**src/hdl/tlvr_pkg.sv**
```systemverilog
// Shared types and constants of the frame receiver.
// Used by the front end, queue, back end and top level; depends on nothing.
package tlvr_pkg;

	localparam int BUFFER_DEPTH = 32;
	localparam int BUF_AW       = $clog2(BUFFER_DEPTH);
	localparam int QUEUE_DEPTH  = 2;
	localparam int MEM_DEPTH    = QUEUE_DEPTH * BUFFER_DEPTH;
	localparam int MEM_AW       = BUF_AW + 1;
	localparam int LEN_W        = 6;
	localparam int IDX_W        = 5;
	localparam int CFG_IDX_W    = 2;

	localparam logic [CFG_IDX_W-1:0] REG_TIMEOUT    = 2'd0;
	localparam logic [CFG_IDX_W-1:0] REG_MAX_TYPE   = 2'd1;
	localparam logic [CFG_IDX_W-1:0] REG_MAX_LENGTH = 2'd2;

	typedef struct packed {
		logic [31:0]      timeout;
		logic [7:0]       max_type;
		logic [LEN_W-1:0] max_length;
	} cfg_t;

	typedef struct packed {
		logic [7:0]       ftype;
		logic [LEN_W-1:0] flen;
		logic [15:0]      csum;
		logic             empty;
	} desc_t;

	typedef struct packed {
		logic              en;
		logic [MEM_AW-1:0] addr;
		logic [7:0]        data;
	} wr_t;

	typedef struct packed {
		logic [7:0]       ftype;
		logic [LEN_W-1:0] flen;
		logic [15:0]      csum;
		logic [IDX_W-1:0] idx;
		logic [7:0]       payload;
		logic             empty;
		logic             last;
	} res_t;

endpackage

```
**src/hdl/tlvr_front.sv**
```systemverilog
// Front end of the frame receiver: byte parser with gap timeout.
// Writes payload bytes into the back end's buffer and pushes frame descriptors.
// Depends on tlvr_pkg.
module tlvr_front import tlvr_pkg::*; (
	input  logic        clk,
	input  logic        arst_n,
	input  cfg_t        cfg,
	input  logic        in_fire,
	input  logic [7:0]  rx_byte,
	input  logic [31:0] now,
	input  logic        bank,
	output logic        push,
	output desc_t       push_desc,
	output wr_t         wr
);

	typedef enum logic [3:0] {
		PH_TYPE   = 4'b0001,
		PH_LENGTH = 4'b0010,
		PH_CSUM   = 4'b0100,
		PH_DATA   = 4'b1000
	} phase_t;

	phase_t           phase_q, phase_d, ph;
	logic [LEN_W-1:0] cnt_q, cnt_d, cnt, cnt_inc;
	logic [31:0]      last_time_q, gap;
	logic [7:0]       type_q, type_d;
	logic [LEN_W-1:0] len_q, len_d;
	logic [15:0]      csum_q, csum_d;
	logic             timed_out;

	always_comb begin
		gap       = now - last_time_q;
		timed_out = gap > cfg.timeout;
		ph        = timed_out ? PH_TYPE : phase_q;
		cnt       = timed_out ? '0 : cnt_q;
		cnt_inc   = cnt + LEN_W'(1);

		phase_d   = ph;
		cnt_d     = cnt;
		type_d    = type_q;
		len_d     = len_q;
		csum_d    = csum_q;
		push      = 1'b0;
		push_desc = '{ftype: type_q, flen: len_q, csum: csum_q, empty: 1'b0};
		wr        = '{en: 1'b0, addr: {bank, cnt[BUF_AW-1:0]}, data: rx_byte};

		unique case (ph)
			PH_TYPE: begin
				if (rx_byte <= cfg.max_type) begin
					type_d  = rx_byte;
					phase_d = PH_LENGTH;
				end
			end
			PH_LENGTH: begin
				if (rx_byte > {2'b00, cfg.max_length} || rx_byte > 8'(BUFFER_DEPTH)) begin
					phase_d = PH_TYPE;
				end else begin
					len_d   = rx_byte[LEN_W-1:0];
					phase_d = PH_CSUM;
				end
			end
			PH_CSUM: begin
				if (cnt == '0) begin
					csum_d = {rx_byte, 8'h00};
					cnt_d  = LEN_W'(1);
				end else begin
					csum_d = {csum_q[15:8], rx_byte};
					cnt_d  = '0;
					if (len_q == '0) begin
						// zero-length frame completes here with one result
						push           = in_fire;
						push_desc.csum = csum_d;
						push_desc.empty = 1'b1;
						phase_d        = PH_TYPE;
					end else begin
						phase_d = PH_DATA;
					end
				end
			end
			PH_DATA: begin
				wr.en = in_fire;
				if (cnt_inc >= len_q) begin
					push    = in_fire;
					cnt_d   = '0;
					phase_d = PH_TYPE;
				end else begin
					cnt_d = cnt_inc;
				end
			end
			default: begin
				phase_d = PH_TYPE;
				cnt_d   = '0;
			end
		endcase
	end

	always_ff @(posedge clk or negedge arst_n) begin
		if (!arst_n) begin
			phase_q     <= PH_TYPE;
			cnt_q       <= '0;
			last_time_q <= '0;
			type_q      <= '0;
			len_q       <= '0;
			csum_q      <= '0;
		end else if (in_fire) begin
			phase_q     <= phase_d;
			cnt_q       <= cnt_d;
			last_time_q <= now;
			type_q      <= type_d;
			len_q       <= len_d;
			csum_q      <= csum_d;
		end
	end

endmodule

```
**src/hdl/tlvr_queue.sv**
```systemverilog
// Two-entry frame descriptor queue between the parser and the emitter.
// Its pointers also select the payload buffer bank. Depends on tlvr_pkg.
module tlvr_queue import tlvr_pkg::*; (
	input  logic  clk,
	input  logic  arst_n,
	input  logic  push,
	input  desc_t push_desc,
	input  logic  pop,
	output desc_t head,
	output logic  not_empty,
	output logic  full,
	output logic  wr_ptr,
	output logic  rd_ptr
);

	desc_t      entry_q [QUEUE_DEPTH];
	logic       wr_ptr_q, rd_ptr_q;
	logic [1:0] count_q;

	assign head      = entry_q[rd_ptr_q];
	assign not_empty = count_q != 2'd0;
	assign full      = count_q == 2'(QUEUE_DEPTH);
	assign wr_ptr    = wr_ptr_q;
	assign rd_ptr    = rd_ptr_q;

	always_ff @(posedge clk) begin
		if (push) begin
			entry_q[wr_ptr_q] <= push_desc;
		end
	end

	always_ff @(posedge clk or negedge arst_n) begin
		if (!arst_n) begin
			wr_ptr_q <= 1'b0;
			rd_ptr_q <= 1'b0;
			count_q  <= '0;
		end else begin
			if (push) begin
				wr_ptr_q <= ~wr_ptr_q;
			end
			if (pop) begin
				rd_ptr_q <= ~rd_ptr_q;
			end
			unique case ({push, pop})
				2'b10:   count_q <= count_q + 2'd1;
				2'b01:   count_q <= count_q - 2'd1;
				default: count_q <= count_q;
			endcase
		end
	end

endmodule

```
**src/hdl/tlvr_back.sv**
```systemverilog
// Back end of the frame receiver: payload buffer and result emitter.
// Walks the head frame one byte a cycle while the output is not stalled
// into a registered output stage. Depends on tlvr_pkg.
module tlvr_back import tlvr_pkg::*; (
	input  logic  clk,
	input  logic  arst_n,
	input  wr_t   wr,
	input  desc_t head,
	input  logic  not_empty,
	input  logic  rd_ptr,
	output logic  pop,
	output logic  res_valid,
	input  logic  res_ready,
	output res_t  res
);

	logic [7:0]        mem [MEM_DEPTH];
	logic [7:0]        rd_data_q;
	logic [BUF_AW-1:0] idx_q;
	logic              s1_valid_s1;
	desc_t             desc_s1;
	logic [BUF_AW-1:0] idx_s1;
	logic              last_s1;
	logic              out_valid_q;
	res_t              out_q;
	logic              out_free, issue, frame_end;

	assign out_free  = !out_valid_q || res_ready;
	assign issue     = not_empty && (!s1_valid_s1 || out_free);
	assign frame_end = head.empty || (LEN_W'(idx_q) + LEN_W'(1) == head.flen);
	assign pop       = issue && frame_end;
	assign res_valid = out_valid_q;
	assign res       = out_q;

	// buffer: one write port from the parser, one registered read port
	always_ff @(posedge clk) begin
		if (wr.en) begin
			mem[wr.addr] <= wr.data;
		end
		if (issue) begin
			rd_data_q <= mem[{rd_ptr, idx_q}];
		end
	end

	always_ff @(posedge clk) begin
		if (issue) begin
			desc_s1 <= head;
			idx_s1  <= idx_q;
			last_s1 <= frame_end;
		end
		if (out_free) begin
			out_q.ftype   <= desc_s1.ftype;
			out_q.flen    <= desc_s1.flen;
			out_q.csum    <= desc_s1.csum;
			out_q.idx     <= IDX_W'(idx_s1);
			out_q.payload <= desc_s1.empty ? 8'h00 : rd_data_q;
			out_q.empty   <= desc_s1.empty;
			out_q.last    <= last_s1;
		end
	end

	always_ff @(posedge clk or negedge arst_n) begin
		if (!arst_n) begin
			idx_q       <= '0;
			s1_valid_s1 <= 1'b0;
			out_valid_q <= 1'b0;
		end else begin
			if (issue) begin
				idx_q       <= frame_end ? '0 : idx_q + BUF_AW'(1);
				s1_valid_s1 <= 1'b1;
			end else if (out_free) begin
				s1_valid_s1 <= 1'b0;
			end
			if (out_free) begin
				out_valid_q <= s1_valid_s1;
			end
		end
	end

endmodule

```
**src/hdl/tlv_frame_receiver.sv**
```systemverilog
// Type-length-checksum frame receiver, top level.
// Takes one byte a cycle while the descriptor queue has room; two frames may wait.
// Results go through the read stage and output register; one a cycle unless stalled.
// Reset clears config to defaults, the parser to the type byte, the queue to empty;
// the payload buffer is not cleared and needs no clearing pass.
// Depends on tlvr_pkg, tlvr_front, tlvr_queue, tlvr_back.
module tlv_frame_receiver import tlvr_pkg::*; (
	input  logic                 clk,
	input  logic                 arst_n,
	// input items
	input  logic                 s_tvalid,
	output logic                 s_tready,
	input  logic [39:0]          s_tdata,   // rx_byte[7:0], now[39:8]
	// result items
	output logic                 m_tvalid,
	input  logic                 m_tready,
	// frame_type[7:0], frame_length[13:8], frame_checksum[29:14],
	// byte_index[34:30], payload_byte[42:35], zero fill[47:43]
	output logic [47:0]          m_tdata,
	output logic                 m_tuser,   // empty_frame
	output logic                 m_tlast,   // last result of the frame
	// register writes
	input  logic                 cfg_valid,
	output logic                 cfg_ready,
	input  logic [CFG_IDX_W-1:0] cfg_index,
	input  logic [31:0]          cfg_data
);

	cfg_t  cfg_q;
	logic  in_fire;
	logic  push, pop, not_empty, full, wr_ptr, rd_ptr;
	desc_t push_desc, head;
	wr_t   wr;
	res_t  res;

	// register writes are always taken; unknown indexes are dropped
	assign cfg_ready = 1'b1;

	always_ff @(posedge clk or negedge arst_n) begin
		if (!arst_n) begin
			cfg_q.timeout    <= 32'd1000;
			cfg_q.max_type   <= 8'd255;
			cfg_q.max_length <= LEN_W'(BUFFER_DEPTH);
		end else if (cfg_valid) begin
			unique case (cfg_index)
				REG_TIMEOUT:    cfg_q.timeout    <= cfg_data;
				REG_MAX_TYPE:   cfg_q.max_type   <= cfg_data[7:0];
				REG_MAX_LENGTH: cfg_q.max_length <= cfg_data[LEN_W-1:0];
				default:        cfg_q            <= cfg_q;
			endcase
		end
	end

	// hold input while both buffer banks are owned by waiting frames
	assign s_tready = !full;
	assign in_fire  = s_tvalid && s_tready;

	tlvr_front u_front (
		.clk       (clk),
		.arst_n    (arst_n),
		.cfg       (cfg_q),
		.in_fire   (in_fire),
		.rx_byte   (s_tdata[7:0]),
		.now       (s_tdata[39:8]),
		.bank      (wr_ptr),
		.push      (push),
		.push_desc (push_desc),
		.wr        (wr)
	);

	tlvr_queue u_queue (
		.clk       (clk),
		.arst_n    (arst_n),
		.push      (push),
		.push_desc (push_desc),
		.pop       (pop),
		.head      (head),
		.not_empty (not_empty),
		.full      (full),
		.wr_ptr    (wr_ptr),
		.rd_ptr    (rd_ptr)
	);

	tlvr_back u_back (
		.clk       (clk),
		.arst_n    (arst_n),
		.wr        (wr),
		.head      (head),
		.not_empty (not_empty),
		.rd_ptr    (rd_ptr),
		.pop       (pop),
		.res_valid (m_tvalid),
		.res_ready (m_tready),
		.res       (res)
	);

	// pack result fields, lowest first
	assign m_tdata = {5'b00000, res.payload, res.idx, res.csum, res.flen, res.ftype};
	assign m_tuser = res.empty;
	assign m_tlast = res.last;

endmodule

```
**config.mk**
```make
export PLATFORM = sky130hd
export DESIGN_NAME = tlv_frame_receiver
export DESIGN_NICKNAME = d
export VERILOG_FILES = /design/src/hdl/tlvr_pkg.sv /design/src/hdl/tlvr_front.sv /design/src/hdl/tlvr_queue.sv /design/src/hdl/tlvr_back.sv /design/src/hdl/tlv_frame_receiver.sv
export SDC_FILE = /design/constraint.sdc
export NUM_CORES = 1
export LEC_CHECK = 0
export ABC_CLOCK_PERIOD_IN_PS = 7800
export BUFFER_PORTS_ARGS = -buffer_cell sky130_fd_sc_hd__buf_2
export CAP_MARGIN = 25
export CORE_ASPECT_RATIO = 1.1
export CORE_UTILIZATION = 24
export CTS_CLUSTER_DIAMETER = 60
export CTS_CLUSTER_SIZE = 30
export DETAILED_ROUTE_END_ITERATION = 10
export GPL_ROUTABILITY_DRIVEN = 1
export GPL_TIMING_DRIVEN = 0
export PLACE_DENSITY = 0.43
export SLEW_MARGIN = 20
export SYNTH_ARGS = -nofsm -noshare
export SYNTH_HDL_FRONTEND = slang
export SYNTH_SLANG_ARGS = --single-unit
```
**constraint.sdc**
```tcl
create_clock -name clk -period 7.8 [get_ports clk]
set_input_delay 1.17 -clock clk [delete_from_list [all_inputs] [get_ports clk]]
set_output_delay 1.17 -clock clk [all_outputs]
set_load 0.02 [all_outputs]
```
==> results.cfg <==
[timing]
tightest_slew_ns = 1.073
drv_slew = 0
max_freq_mhz = 136.8
min_period_ns = 7.308
slew_headroom = 0.2810
fin_setup_tns_ns = 0
fin_ws_ns = 0.4917
fin_crit_sh = 0.9370
rsz0062_at_grt = no
setup-violations-final = 0
finalClockSkew_ns = 0.03117
hold_viol = 0

[drt]
drc = 0
drt-total-wl_mm = 86.37
dr.first_iter.drc_count = 1251
firstDrtPassIters = 5
wire_per_inst_um = 21.41
vias = 17704
via_per_inst = 4.389
antenna_left = 0

[pwr]
p_total_w = 0.01369
p_seq_frac = 0.383
vdd_drop_max_v = 0.0001867
power_leakage_nw = 13.60
power.switching_w = 0.004490
switching_share = 0.3280
powerDensity_mw_per_mm2 = 345.2
p_int_w = 0.009199
pwr-share-comb = 0.308
clkPwrFrac = 0.309

[floorplan]
fp.dieArea_mm2 = 0.1397
die_w_um = 356.5
start_util = 0.2428
num_io_pins = 132
core_mm2 = 0.1366
rows = 142
fp.dieH_um = 391.9

[worst_hold_path]
holdPathStages = 0
whs_endpoint = u_back.res[44]$_DFFE_PP_
hold_path.class = reg2reg
worstHoldStart = u_back.desc_s1[30]$_DFFE_PP_

[yosys]
synth_edf_count = 664
syn-instance-count = 1917
syn-cell-area_mm2 = 0.03317
yosys_warnings = 0
ys_types = 64
ys_seq_area_frac = 0.6990
syn_avg_cell_area_um2 = 17.30
ys_seq_elements = 793
synth.largest_area_cell = edfxtp_1
synth_flop_cell = edfxtp_1
synthTopCellsByArea = edfxtp_1, mux4_2, dfrtp_1
synthArstFlopShare = 0.1627
netlist.area_leader.share = 0.6011

[setup_path]
crit_path_max_fanout = 10
path_class = in2reg
worstReg2RegStart = u_front.last_time_q[1]$_DFFE_PN0P_
crit_arrival_ns = 7.88
cp_slowest_cell = fa_1
crit_top_cell = ha_1
crit_path_end_kind = flip-flop
r2r_end = u_queue.count_q[1]$_DFFE_PN0P_
worstRegToRegCells = 31
start_kind = primary input
cp_slowest_stage_delay_ns = 0.44
r2r_slack_ns = 0.77
cp.required_ns = 8.37

[place]
place.port_buffers = 125
place.detailed.hpwl_mm = 59.83
detailedPlace.worstSlack_ns = -1.559
gp_congestion = 0.8169

[clocking]
cts_root_buf = clkbuf_16
holdBufCountCts = 0
cts_tree = yes
clkSinkCount = 793
numCtsBuffers = 85
insertion_delay_ns = 0.68
clk_path_buf_depth = 3
path_clk_slew_ns = 0.06
h-tree-depth = 3

[final_layout]
final_cell_mix = edfxtp_1, mux4_2, buf_2, dfrtp_1, nand2_1
final_common_cell = edfxtp_1
fin_util = 0.2902
fillCellCount = 13500
area_growth_pct = 19.53
drive_gt1_frac = 0.2817
final_nets = 2329

[grt]
grt_pass1_wl_mm = 126.5
grt_pass1_vias = 18697
grt-ovfl-total = 0
grt_util_all_layers = 0.1234
antenna_found_initial = 6
grt_max_degree = 73

[flow_run]
maxCapViolCount = 0

[status]
run_status = completed
state kept, by name (all words and copies together) (netlist names):
name	flops
u_back.last_s1	1
u_back.desc_s1	31
u_back.idx_q	5
u_back.rd_data_q	8
u_back.mem	512
cfg_q	46
u_queue.wr_ptr	1
u_back.res	45
u_queue.entry_q	62
u_back.res_valid	1
u_front.phase_q	4
u_back.idx_s1	5
u_front.csum_q	16
u_queue.rd_ptr	1
u_front.type_q	8
u_back.s1_valid_s1	1
u_queue.count_q	2
u_front.cnt_q	6
u_front.last_time_q	32
u_front.len_q	6
power groups by stage:
stage | logic [W] | clock network, W | registers, W
6_report | 0.00421 | 0.00423 | 0.00525
2_1_floorplan | 0.00273 | 0 | 0.00537
5_1_grt | 0.00460 | 0.00450 | 0.00528
4_1_cts | 0.00429 | 0.00436 | 0.00525
3_5_place_dp | 0.00426 | 0 | 0.00534
3_3_place_gp | 0.00416 | 0 | 0.00534
worst max-delay path by stage:
stage                     start                         endpoint  slack, ns  cells after the start
detailed placement  s_tdata[23]  u_queue.entry_q[1][8]$_DFFE_PP_      -1.56                     34
global route         s_tdata[8]   u_queue.count_q[1]$_DFFE_PN0P_       0.06                     33
finish               s_tdata[8]   u_queue.count_q[1]$_DFFE_PN0P_       0.49                     33
floorplan            s_tdata[8]  u_queue.entry_q[0][0]$_DFFE_PP_      -0.10                     32
CTS                  s_tdata[8]  u_queue.entry_q[1][8]$_DFFE_PP_     0.0005                     32
global placement    s_tdata[23]  u_queue.entry_q[1][5]$_DFFE_PP_      -3.15                     33
Yosys cell counts (5+ instances only):
library cell / n
a211oi_1: 5
a21o_1: 30
a21oi_1: 45
a221oi_1: 5
and3_1: 8
buf_1: 12
buf_2: 12
buf_4: 7
clkbuf_1: 53
dfrtp_1: 113
dfstp_2: 16
edfxtp_1: 664
ha_1: 87
inv_1: 102
mux2_2: 78
mux2i_1: 7
mux4_2: 168
nand2_1: 108
nand2b_1: 11
nand3_1: 19
nand4_1: 16
nor2_1: 90
nor2b_1: 16
nor3_1: 7
nor4_1: 10
o21a_1: 11
o21ai_0: 88
o21bai_1: 6
xnor2_1: 33
xor2_1: 15
metal layers:
| metal | vias up | global-route usage | routed length [um] |
|---|---|---|---|
| met5 | - | 0 | 72 |
| met4 | 12 | 0.03301 | 1942 |
| met3 | 124 | 0.02349 | 3584 |
| met2 | 337 | 0.2137 | 43820 |
| met1 | 9255 | 0.1564 | 36950 |
| li1 | 7976 | - | - |
cell families after synthesis:
logic type / synth area share
fa+ha+maj: 0.03342
xor+xnor: 0.01267
other cells: 0.0002264
flops: 0.6990
compound gates: 0.04258
mux: 0.1427
simple gates: 0.04715
buf+inv: 0.02229
through the flow:
| step | hold slack, ns | cell area [um2] | std cells |
|---|---|---|---|
| global route | 0.4211 | 39650 | 4033 |
| floorplan | 0.4003 | 33190 | 1921 |
| CTS | 0.4180 | 39560 | 4030 |
| global placement | 0.4065 | 36060 | 3846 |
| detailed placement | 0.4045 | 36550 | 3870 |
| finish | 0.4168 | 39650 | 4034 |
timing repair:
item | CTS | global route
endpoints found under the setup margin | 71 | 79
cloned | 0 | 0
setup buffers | 2 | 0
pin swaps | 2 | 0
gates resized for setup | 6 | 14
critical path: cells and delay by family:
| family | cells | cell delay [ns] |
|---|---|---|
| buffers and inverters | 4 | 0.49 |
| AO/OA/AOI/OAI | 12 | 2.42 |
| AND/OR/NAND/NOR | 9 | 1.63 |
| adder cells (fa/ha/maj) | 6 | 1.84 |
| XOR/XNOR | 2 | 0.33 |
area by class of cell:
cell class / instances / area [um2] / area share
flip-flops and latches: 793 / 23190 / 0.5848
multi-input cells: 942 / 9410 / 0.2373
well taps: 1800 / 2252 / 0.05680
clock buffers: 89 / 2163 / 0.05456
repair buffers: 155 / 1085 / 0.02736
clock inverters: 69 / 804.5 / 0.02029
inverters: 102 / 385.4 / 0.009719
plain buffers: 83 / 360.3 / 0.009088
diodes: 1 / 2.502 / 0.00006311
Power figures use the tool's default switching activity.
